<file path="config.mk">
export PLATFORM = sky130hd
export DESIGN_NAME = min_max_heat_map_colorizer_top
export DESIGN_NICKNAME = d
export VERILOG_FILES = /design/src/rtl/core/mmhm_pkg.sv /design/src/rtl/core/mmhm_divider.sv /design/src/rtl/core/mmhm_ramp.sv /design/src/rtl/core/min_max_heat_map_colorizer_top.sv
export SDC_FILE = /design/constraint.sdc
export NUM_CORES = 1
export LEC_CHECK = 0
export ABC_AREA = 1
export BUFFER_PORTS_ARGS = -buffer_cell sky130_fd_sc_hd__buf_2
export CAP_MARGIN = 5
export CORE_MARGIN = 10
export CORE_UTILIZATION = 39
export DETAILED_ROUTE_END_ITERATION = 10
export SYNTH_ARGS = -nofsm -noshare
export SYNTH_HDL_FRONTEND = slang
export SYNTH_HIERARCHICAL = 1
export SYNTH_SLANG_ARGS = --single-unit
</file>
<file path="constraint.sdc">
create_clock -name i_clk -period 5.3 [get_ports i_clk]
set_clock_uncertainty 0.1 [all_clocks]
set_input_delay 1.06 -clock i_clk [delete_from_list [all_inputs] [get_ports i_clk]]
set_output_delay 1.06 -clock i_clk [all_outputs]
set_load 0.05 [all_outputs]
</file>
<file path="src/rtl/core/mmhm_pkg.sv">
// shared types, constants and defaults for the min/max heat map colorizer
`default_nettype none

package mmhm_pkg;

    localparam int VALUE_WIDTH_DEF   = 32;
    localparam int FRACTION_BITS_DEF = 16;

    // one color channel and the packed rgb result
    localparam int CH_W        = 8;
    localparam int OUT_TDATA_W = 3 * CH_W;

    // input tuser bit positions
    localparam int TUSER_MODE  = 0;
    localparam int TUSER_FIRST = 1;
    localparam int IN_TUSER_W  = 2;

    typedef enum logic [1:0] {
        ST_IDLE,
        ST_DIV,
        ST_MAP
    } t_state;

    // request into the divider
    typedef struct packed {
        logic start;
    } t_div_req;

    // divider status back to the sequencer
    typedef struct packed {
        logic busy;
        logic done;
    } t_div_status;

endpackage

`default_nettype wire

</file>
<file path="src/rtl/core/mmhm_divider.sv">
// restoring radix-2 divider, one quotient bit per cycle
`default_nettype none

module mmhm_divider #(
    parameter int VALUE_WIDTH   = mmhm_pkg::VALUE_WIDTH_DEF,
    parameter int FRACTION_BITS = mmhm_pkg::FRACTION_BITS_DEF
) (
    input  wire                          i_clk,
    input  wire                          i_rst_n,
    input  wire mmhm_pkg::t_div_req      i_req,
    input  wire [VALUE_WIDTH-1:0]        i_num,
    input  wire [VALUE_WIDTH-1:0]        i_den,
    output mmhm_pkg::t_div_status        o_status,
    output logic [FRACTION_BITS-1:0]     o_quot
);
    import mmhm_pkg::*;

    localparam int CNT_W = $clog2(FRACTION_BITS);

    logic                     r_busy;
    logic                     r_done;
    logic [CNT_W-1:0]         r_cnt;
    logic [VALUE_WIDTH-1:0]   r_rem;
    logic [VALUE_WIDTH-1:0]   r_den;
    logic [FRACTION_BITS-1:0] r_quot;

    logic [VALUE_WIDTH:0]     rem_sh;
    logic [VALUE_WIDTH:0]     rem_sub;
    logic                     take;

    // shared subtract and compare
    always_comb begin
        rem_sh  = {r_rem, 1'b0};
        rem_sub = rem_sh - {1'b0, r_den};
        take    = (rem_sh >= {1'b0, r_den});
    end

    always_ff @(posedge i_clk) begin
        if (!i_rst_n) begin
            r_busy <= 1'b0;
            r_done <= 1'b0;
            r_cnt  <= '0;
        end else begin
            r_done <= 1'b0;
            if (i_req.start) begin
                r_busy <= 1'b1;
                r_cnt  <= '0;
            end else if (r_busy) begin
                r_cnt <= r_cnt + CNT_W'(1);
                if (r_cnt == CNT_W'(FRACTION_BITS - 1)) begin
                    r_busy <= 1'b0;
                    r_done <= 1'b1;
                end
            end
        end
    end

    always_ff @(posedge i_clk) begin
        if (i_req.start) begin
            r_rem  <= i_num;
            r_den  <= i_den;
            r_quot <= '0;
        end else if (r_busy) begin
            r_rem  <= take ? rem_sub[VALUE_WIDTH-1:0] : rem_sh[VALUE_WIDTH-1:0];
            r_quot <= {r_quot[FRACTION_BITS-2:0], take};
        end
    end

    assign o_status.busy = r_busy;
    assign o_status.done = r_done;
    assign o_quot        = r_quot;

endmodule

`default_nettype wire

</file>
<file path="src/rtl/core/mmhm_ramp.sv">
// three segment red-yellow-green-cyan ramp from a normalized fraction
`default_nettype none

module mmhm_ramp #(
    parameter int FRACTION_BITS = mmhm_pkg::FRACTION_BITS_DEF
) (
    input  wire  [FRACTION_BITS:0]        i_t,
    output logic [mmhm_pkg::CH_W-1:0]     o_red,
    output logic [mmhm_pkg::CH_W-1:0]     o_green,
    output logic [mmhm_pkg::CH_W-1:0]     o_blue
);
    import mmhm_pkg::*;

    localparam int F  = FRACTION_BITS;
    localparam int BW = F + 2;
    localparam logic [F:0]      ONE_U  = (F+1)'(1) << F;
    localparam logic [BW-1:0]   ONE_B  = BW'(1) << F;
    localparam logic [BW-1:0]   TWO_B  = BW'(2) << F;
    localparam logic [F+9:0]    ROUND  = (F+10)'((1 << F) - 1);
    localparam logic [CH_W-1:0] CH_MAX = {CH_W{1'b1}};

    logic [F:0]      u;
    logic [BW-1:0]   big;
    logic [BW-1:0]   x_full;
    logic [F:0]      x;
    logic [F+8:0]    p;
    logic [F+9:0]    pc;
    logic [CH_W-1:0] floor_ch;
    logic [CH_W-1:0] ceil_ch;

    always_comb begin
        u   = ONE_U - i_t;
        big = {1'b0, u} + {u, 1'b0};

        if (big < ONE_B) begin
            x_full = big;
        end else if (big < TWO_B) begin
            x_full = big - ONE_B;
        end else begin
            x_full = big - TWO_B;
        end
        x = x_full[F:0];

        // times 255 as shift and subtract
        p        = {x, 8'd0} - {8'd0, x};
        pc       = {1'b0, p} + ROUND;
        floor_ch = p[F+7:F];
        ceil_ch  = pc[F+7:F];

        if (big < ONE_B) begin
            o_red   = CH_MAX;
            o_green = floor_ch;
            o_blue  = '0;
        end else if (big < TWO_B) begin
            o_red   = CH_MAX - ceil_ch;
            o_green = CH_MAX;
            o_blue  = '0;
        end else begin
            o_red   = '0;
            o_green = CH_MAX;
            o_blue  = floor_ch;
        end
    end

endmodule

`default_nettype wire

</file>
<file path="src/rtl/core/min_max_heat_map_colorizer_top.sv">
// top level of the min/max normalized heat map colorizer
`default_nettype none

// Field values come in two passes on the slave stream. A scan request
// (tuser mode bit 0) widens the running minimum/maximum, or restarts the
// range at its own value when the first bit is set; in either case it
// gives no result. A color request (mode bit 1) is normalized against the
// range to t = (value - min) / (max - min) as a FRACTION_BITS fraction,
// inverted, and run through a red -> yellow -> green -> cyan ramp; one rgb
// result leaves on the master stream, with tuser flagging an empty or flat
// range (then the color is cyan). A color request that needs the division
// occupies the block through accept, the one-bit-per-cycle restoring
// divider, quotient pickup and color mapping; a value at or outside the
// range, or an empty or flat range, skips the division and goes from
// accept straight to color mapping. Input is refused meanwhile.
// A finished color sits in the output register until taken, so the next
// request may be accepted while it waits; a further color result stalls in
// the mapping step until the output register frees up.
module min_max_heat_map_colorizer_top #(
    parameter int VALUE_WIDTH   = mmhm_pkg::VALUE_WIDTH_DEF,
    parameter int FRACTION_BITS = mmhm_pkg::FRACTION_BITS_DEF
) (
    input  wire                                    i_clk,
    input  wire                                    i_rst_n,
    // slave stream
    input  wire                                    i_s_tvalid,
    output logic                                   o_s_tready,
    // tdata: value [VALUE_WIDTH-1:0], zero padded to whole bytes
    input  wire  [((VALUE_WIDTH+7)/8)*8-1:0]       i_s_tdata,
    // tuser: mode [0], first [1]
    input  wire  [mmhm_pkg::IN_TUSER_W-1:0]        i_s_tuser,
    // master stream
    output logic                                   o_m_tvalid,
    input  wire                                    i_m_tready,
    // tdata: red [7:0], green [15:8], blue [23:16]
    output logic [mmhm_pkg::OUT_TDATA_W-1:0]       o_m_tdata,
    // tuser: flat_range [0]
    output logic                                   o_m_tuser
);
    import mmhm_pkg::*;

    localparam int F = FRACTION_BITS;
    localparam logic [VALUE_WIDTH-1:0] POS_MAX = {1'b0, {(VALUE_WIDTH-1){1'b1}}};
    localparam logic [VALUE_WIDTH-1:0] NEG_MIN = {1'b1, {(VALUE_WIDTH-1){1'b0}}};
    localparam logic [F:0]             T_ONE   = (F+1)'(1) << F;

    t_state r_state;
    t_state n_state;

    // running range
    logic signed [VALUE_WIDTH-1:0] r_low;
    logic signed [VALUE_WIDTH-1:0] r_high;

    // normalized fraction and flat flag for the request at work
    logic [F:0] r_t;
    logic       r_flat;

    // output register
    logic                r_out_valid;
    logic [CH_W-1:0]     r_red;
    logic [CH_W-1:0]     r_green;
    logic [CH_W-1:0]     r_blue;
    logic                r_out_flat;

    logic signed [VALUE_WIDTH-1:0] v;
    logic mode;
    logic first;
    logic in_acc;
    logic low_lt_high;
    logic low_lt_v;
    logic v_lt_high;
    logic out_free;
    logic load_out;

    t_div_req         div_req;
    t_div_status      div_status;
    logic [F-1:0]     div_quot;
    logic [CH_W-1:0]  ramp_red;
    logic [CH_W-1:0]  ramp_green;
    logic [CH_W-1:0]  ramp_blue;

    assign v     = $signed(i_s_tdata[VALUE_WIDTH-1:0]);
    assign mode  = i_s_tuser[TUSER_MODE];
    assign first = i_s_tuser[TUSER_FIRST];

    assign low_lt_high = (r_low < r_high);
    assign low_lt_v    = (r_low < v);
    assign v_lt_high   = (v < r_high);

    assign out_free = !r_out_valid || i_m_tready;

    // sequencer: next state and control
    always_comb begin
        n_state       = r_state;
        o_s_tready    = 1'b0;
        div_req.start = 1'b0;
        load_out      = 1'b0;
        in_acc        = 1'b0;
        case (r_state)
            ST_IDLE: begin
                o_s_tready = 1'b1;
                in_acc     = i_s_tvalid;
                if (i_s_tvalid && mode) begin
                    // strictly inside a proper range needs the divider
                    if (low_lt_high && low_lt_v && v_lt_high) begin
                        div_req.start = 1'b1;
                        n_state       = ST_DIV;
                    end else begin
                        n_state = ST_MAP;
                    end
                end
            end
            ST_DIV: begin
                if (div_status.done) begin
                    n_state = ST_MAP;
                end
            end
            ST_MAP: begin
                if (out_free) begin
                    load_out = 1'b1;
                    n_state  = ST_IDLE;
                end
            end
            default: begin
                n_state = ST_IDLE;
            end
        endcase
    end

    always_ff @(posedge i_clk) begin
        if (!i_rst_n) begin
            r_state <= ST_IDLE;
        end else begin
            r_state <= n_state;
        end
    end

    // range tracking on scan requests
    always_ff @(posedge i_clk) begin
        if (!i_rst_n) begin
            r_low  <= $signed(POS_MAX);
            r_high <= $signed(NEG_MIN);
        end else if (in_acc && !mode) begin
            if (first) begin
                r_low  <= v;
                r_high <= v;
            end else begin
                if (v < r_low) begin
                    r_low <= v;
                end
                if (r_high < v) begin
                    r_high <= v;
                end
            end
        end
    end

    // fraction setup: flat and clamp cases resolved at accept, quotient taken when the divider is done
    always_ff @(posedge i_clk) begin
        if (in_acc && mode) begin
            r_flat <= !low_lt_high;
            if (!low_lt_high || !low_lt_v) begin
                r_t <= '0;
            end else if (!v_lt_high) begin
                r_t <= T_ONE;
            end else begin
                r_t <= '0;
            end
        end else if (r_state == ST_DIV && div_status.done) begin
            r_t <= {1'b0, div_quot};
        end
    end

    // output register, holds until the master side takes it
    always_ff @(posedge i_clk) begin
        if (!i_rst_n) begin
            r_out_valid <= 1'b0;
        end else if (load_out) begin
            r_out_valid <= 1'b1;
        end else if (i_m_tready) begin
            r_out_valid <= 1'b0;
        end
    end

    always_ff @(posedge i_clk) begin
        if (load_out) begin
            r_red      <= ramp_red;
            r_green    <= ramp_green;
            r_blue     <= ramp_blue;
            r_out_flat <= r_flat;
        end
    end

    mmhm_divider #(
        .VALUE_WIDTH   (VALUE_WIDTH),
        .FRACTION_BITS (FRACTION_BITS)
    ) u_divider (
        .i_clk    (i_clk),
        .i_rst_n  (i_rst_n),
        .i_req    (div_req),
        .i_num    (VALUE_WIDTH'(v - r_low)),
        .i_den    (VALUE_WIDTH'(r_high - r_low)),
        .o_status (div_status),
        .o_quot   (div_quot)
    );

    mmhm_ramp #(
        .FRACTION_BITS (FRACTION_BITS)
    ) u_ramp (
        .i_t     (r_t),
        .o_red   (ramp_red),
        .o_green (ramp_green),
        .o_blue  (ramp_blue)
    );

    assign o_m_tvalid = r_out_valid;
    assign o_m_tdata  = {r_blue, r_green, r_red};
    assign o_m_tuser  = r_out_flat;

endmodule

`default_nettype wire

</file>
==> results of run 1 <==
-- flip-flops by register name, indices dropped and copies added (netlist names), 4 cells and up --
signal	cells
r_high	32
r_low	32
u_divider/r_den	32
u_divider/r_rem	32
r_t	17
u_divider/o_quot	16
r_blue	8
r_green	8
r_red	8
u_divider/r_cnt	4
-- worst register-to-register path: cells and delay by family (launching register included) --
kind / cells / cell delay, ps
and+or+nand+nor: 22 / 2490
adders and majority gates: 2 / 590
buffers and inverters: 4 / 480
DFF: 1 / 400
AOI/OAI and AO/OA: 2 / 350
xor gates and xnor gates: 2 / 320
-- power breakdown --
group          switching, uW  internal [uW]
Combinational           3050           1590
Clock                    662            663
Sequential               131           1920
-- what timing repair did --
action	in CTS	in global routing
buffers inserted	0	4
gates resized for setup	0	34
setup endpoints to repair	0	17
hold endpoints to repair	0	0
-- through the flow --
stage | setup WS, ps | hold slack (ps) | utilization (%) | cells
after floorplan | 321 | 300 | - | 2637
after global placement | 195 | 333 | 41.8 | 3265
after detailed placement | 46.7 | 334 | 41.8 | 3265
after CTS | 0.00400 | 349 | 43.1 | 3297
after global routing | -40.8 | 351 | 43.6 | 3301
final | 355 | 331 | 43.6 | 3301
-- final timing paths --
path | start | to | slack (ps)
setup / recovery | r_t[0] | r_red[7] | 350
setup reg to reg | r_t[0] | r_red[7] | 350
hold / removal | r_flat | o_m_tuser | 330
hold reg to reg | r_flat | o_m_tuser | 330
-- routing by layer --
layer	global-route usage [%]	vias to the layer above
met5	0	-
li1	-	8553
met4	6.96	0
met3	1.72	61
met2	29.2	319
met1	24.6	7673
-- area by class of cell --
| cell class | instances | area share [%] |
|---|---|---|
| Tap cell | 592 | 3.83 |
| Timing Repair Buffer | 84 | 2.49 |
| Multi-Input combinational cell | 1931 | 55.7 |
| Inverter | 466 | 9.03 |
| Clock inverter | 13 | 0.814 |
| Clock buffer | 19 | 2.35 |
| Sequential cell | 196 | 25.8 |
==> flow_metrics.env, run 1 <==
export IMPL_vias_per_cell=5.03
export IMPL_antennaDiodeCount=0
export IMPL_final_cell_mix="nand2_1, inv_1, nand3_1"
export IMPL_cts_tree="done"
export IMPL_min_period_ps=4950
export IMPL_worst_pin_slew_ps=1200
export IMPL_fp_dieH_um=233
export IMPL_dieArea_um2=54100
export IMPL_max_slew_margin_pct=19.8
export IMPL_cpLargestDelayFamily="simple AND/OR/NAND/NOR gates"
export IMPL_layout_commonest_cell="nand2_1"
export IMPL_max_vdd_ir_drop_mv=0.396
export IMPL_drc_errors=0
export IMPL_cts_buffer_depth=2
export IMPL_tns_ps=0
export IMPL_worst_path_stages=32
export IMPL_path_buf_inv=4
export IMPL_report_power_total_uw=8010
export IMPL_fin_area_um2=19400
export IMPL_synth_nets=2829
export IMPL_cts_hold_buf=0
export IMPL_wl_met3_um=1660
export IMPL_wire_per_inst_um=15.0
export IMPL_place_congestion=0.941
export IMPL_min_path_type="register to register"
export IMPL_finish_net_count=2888
export IMPL_grt_overflow_total=0
export IMPL_wl_met2_um=22500
export IMPL_num_vias=16600
export IMPL_numPortBuffers=64
export IMPL_highest_layer="met4"
export IMPL_drt_total_wl_um=49500
export IMPL_cts_sinks=196
export IMPL_fp_dieW_um=233
export IMPL_cts_root_buf="clkbuf_16"
export IMPL_rows=77
export IMPL_fin_crit_sh_pct=93.3
export IMPL_grt_pass1_vias=15800
export IMPL_hold_viol_final=0
export IMPL_firstDrtPassIters=5
export IMPL_pwr_density_cell_nw_per_um2=414
export IMPL_seq_area_um2=4990
export IMPL_crit_type="register to register"
export IMPL_status="complete, no violations"
export IMPL_antenna_left=0
export IMPL_start_util_pct=39.7
export IMPL_area_growth_pct=9.87
export IMPL_yosysWarningCount=6
export IMPL_postSynthCellCount=2637
export IMPL_ff2ff_path_depth=32
export IMPL_synth_area_per_cell_um2=6.68
export IMPL_fmax_mhz=202
export IMPL_critPathMostFrequentCell="nand2_1"
export IMPL_critPathMaxFanout=7
export IMPL_dpl_cell_area_um2=18500
export IMPL_grt_util_all_layers_pct=18.1
export IMPL_dp_hpwl_um=40800
export IMPL_numCtsBuffers=17
export IMPL_slowest_stage="edfxtp_1"
export IMPL_hold_path_depth=0
export IMPL_final_max_slew_viol_count=0
export IMPL_synth_area_um2=17600
export IMPL_power_leakage_uw=0.0101
export IMPL_worstPathRequired_ps=5420
export IMPL_antenna_found_initial=0
export IMPL_met1Wirelength_um=23900
export IMPL_arrival_ps=5070
export IMPL_grt_first_pass_wirelength_um=80200
export IMPL_layout_drive_gt1_share_pct=10.0
export IMPL_clkTransAtPathRegs_ps=80
export IMPL_insertion_delay_ps=450
export IMPL_grt_start_max_net_pins=65
export IMPL_core_um2=44400
export IMPL_multi_input_area_um2=10800
export IMPL_drtIter0Drc=1074
export IMPL_slowest_delay_ps=400
export IMPL_startpoint_type="register"
export IMPL_cts_htree_levels=4
export IMPL_end_kind="register"
export IMPL_fillers=4609
export IMPL_final_setup_viol_count=0
export IMPL_maxCapViolCount=0
export IMPL_io_pins=65
Note: power is estimated with default switching activity, not from simulation.
==> inputs of run 2 (changes only) <==
- RECOVER_POWER: unset -> 100
==> run 2 against run 1 <==
Net effect: largest cell class unchanged; flip-flop and latch count stayed put; global-route usage stayed put; non-clock buffer count stayed put; setup slack worse by 53 ps; final area is 0.50% lower; sequential power hardly changed; first-iteration DRC count is 2.8% higher; highest routed layer unchanged; the run now ends with capacitance limit, slew limit left; utilization is 0.22 points lower; register-to-register slack worse by 50 ps; cell count stayed put.
==> flow_metrics.env, run 2 (synthesized netlist as in run 1, its figures left out) <==
export IMPL_start_util_pct=39.7
export IMPL_hold_start="r_flat"
export IMPL_finish_net_count=2888
export IMPL_grt_pass1_vias=15800
export IMPL_numPortBuffers=64
export IMPL_cts_root_buf="clkbuf_16"
export IMPL_hold_viol_final=0
export IMPL_drc_errors=0
export IMPL_num_vias=16600
export IMPL_min_path_type="register to register"
export IMPL_ff2ff_path_depth=32
export IMPL_holdWs_ps=333
export IMPL_startpoint_type="register"
export IMPL_tns_ps=0
export IMPL_critPathMostFrequentCell="nand2_1"
export IMPL_fillers=4642
export IMPL_grt_util_all_layers_pct=18.1
export IMPL_core_um2=44400
export IMPL_rows=77
export IMPL_critPathMaxFanout=7
export IMPL_max_slew_margin_pct=-29.6
export IMPL_cpLargestDelayFamily="simple AND/OR/NAND/NOR gates"
export IMPL_cts_tree="done"
export IMPL_fin_cells=3301
export IMPL_grt_overflow_total=0
export IMPL_end_kind="register"
export IMPL_dp_hpwl_um=40800
export IMPL_multi_input_area_um2=10800
export IMPL_power_leakage_uw=0.0100
export IMPL_final_setup_viol_count=0
export IMPL_maxCapViolCount=1
export IMPL_fp_dieH_um=233
export IMPL_cts_hold_buf=0
export IMPL_worstPathRequired_ps=5420
export IMPL_r2r_end="r_red[7]"
export IMPL_vias_per_cell=5.04
export IMPL_fin_crit_sh_pct=94.3
export IMPL_path_buf_inv=4
export IMPL_grt_start_max_net_pins=65
export IMPL_crit_type="register to register"
export IMPL_cts_sinks=196
export IMPL_clkTransAtPathRegs_ps=80
export IMPL_layout_drive_gt1_share_pct=8.56
export IMPL_antenna_left=0
export IMPL_numCtsBuffers=17
export IMPL_hold_path_depth=0
export IMPL_fp_dieW_um=233
export IMPL_setup_slack_ps=302
export IMPL_drt_total_wl_um=49500
export IMPL_fmax_mhz=200
export IMPL_slowest_delay_ps=390
export IMPL_insertion_delay_ps=460
export IMPL_arrival_ps=5120
export IMPL_layout_commonest_cell="nand2_1"
export IMPL_cts_htree_levels=4
export IMPL_r2r_start="r_t[0]"
export IMPL_io_pins=65
export IMPL_place_congestion=0.941
export IMPL_worst_pin_slew_ps=1940
export IMPL_report_power_total_uw=7970
export IMPL_max_vdd_ir_drop_mv=0.367
export IMPL_hold_end="o_m_tuser"
export IMPL_wire_per_inst_um=15.0
export IMPL_antennaDiodeCount=0
export IMPL_pwr_density_cell_nw_per_um2=414
export IMPL_min_period_ps=5000
export IMPL_seq_area_um2=4990
export IMPL_antenna_found_initial=0
export IMPL_final_max_slew_viol_count=26
export IMPL_violations="capacitance limit, slew limit"
export IMPL_dp_cells=3265
export IMPL_firstDrtPassIters=6
export IMPL_final_cell_mix="nand2_1, inv_1, nand3_1"
export IMPL_grt_first_pass_wirelength_um=80200
export IMPL_dieArea_um2=54100
export IMPL_dp_slack_ps=46.7
export IMPL_cts_buffer_depth=2
export IMPL_drtIter0Drc=1104
export IMPL_status="finished, violations left"
export IMPL_r2r_slack_ps=300
export IMPL_slowest_stage="edfxtp_1"
export IMPL_area_growth_pct=9.31
[run 2: changes by cell type in the layout (fill, tap and decap cells not counted), moves of 4 or more]
cell,delta
buf_4,-6
o21ai_0,+4
buf_2,-31
o21ai_1,-4
clkbuf_2,+4
clkbuf_1,+34
[run 2: worst max-delay path by stage]
| stage | start | endpoint | slack, ps | depth (start not counted) |
|---|---|---|---|---|
| 6_report | r_t[0] | r_red[7] | 300 | 32 |
| 5_1_grt | r_t[0] | r_red[7] | -40 | 30 |
| 4_1_cts | r_t[0] | r_red[7] | 0.004 | 35 |
| 3_5_place_dp | r_t[0] | r_red[7] | 50 | 35 |
| 3_3_place_gp | r_t[0] | r_red[7] | 200 | 30 |
| 2_1_floorplan | i_s_tdata[0] | u_divider/r_rem[0] | 320 | 22 |
[run 2: worst reg2reg max path, delay by kind of cell (launching register included)]
| family | cells | cell delay [ps] |
|---|---|---|
| flip-flops | 1 | 390 |
| adder cells (fa/ha/maj) | 2 | 600 |
| AND/OR/NAND/NOR | 22 | 2500 |
| AO/OA/AOI/OAI | 2 | 360 |
| XOR/XNOR | 2 | 340 |
| buffers and inverters | 4 | 490 |
[run 2: layer usage]
layer / GRT usage (%) / up-vias / part of all wire (%) / wire length [um]
li1: - / 8554 / - / -
met1: 24.6 / 7696 / 49 / 24000
met2: 29.2 / 324 / 45 / 22500
met3: 1.72 / 66 / 3.2 / 1580
met4: 6.96 / 0 / 2.9 / 1450
met5: 0 / - / 0 / 0
[run 2: what timing repair did]
action	in CTS	in global routing
resized for setup	0	34
endpoints found under the hold margin	0	0
setup endpoints to repair	0	17
buffers inserted	0	4
[run 2: layout make-up]
class,instances,area share (%)
clock buffers,19,2.36
clock inverters,13,0.818
inverters,466,9.08
multi-input cells,1931,55.8
flip-flops and latches,196,25.9
well taps,592,3.84
repair buffers,84,2.13
[run 2: metrics by stage]
stage / cell area, um2 / util, %
floorplan: 17600 / -
global placement: 18500 / 41.8
detailed placement: 18500 / 41.8
CTS: 19200 / 43.1
global route: 19300 / 43.4
finish: 19300 / 43.4
[run 2: power by group]
group | leakage (uW) | internal (uW) | switching, uW | total (uW)
Sequential | 0.00171 | 1920 | 132 | 2050
Clock | 0.000293 | 663 | 662 | 1330
Combinational | 0.00803 | 1550 | 3050 | 4590
Total | 0.0100 | 4130 | 3840 | 7970
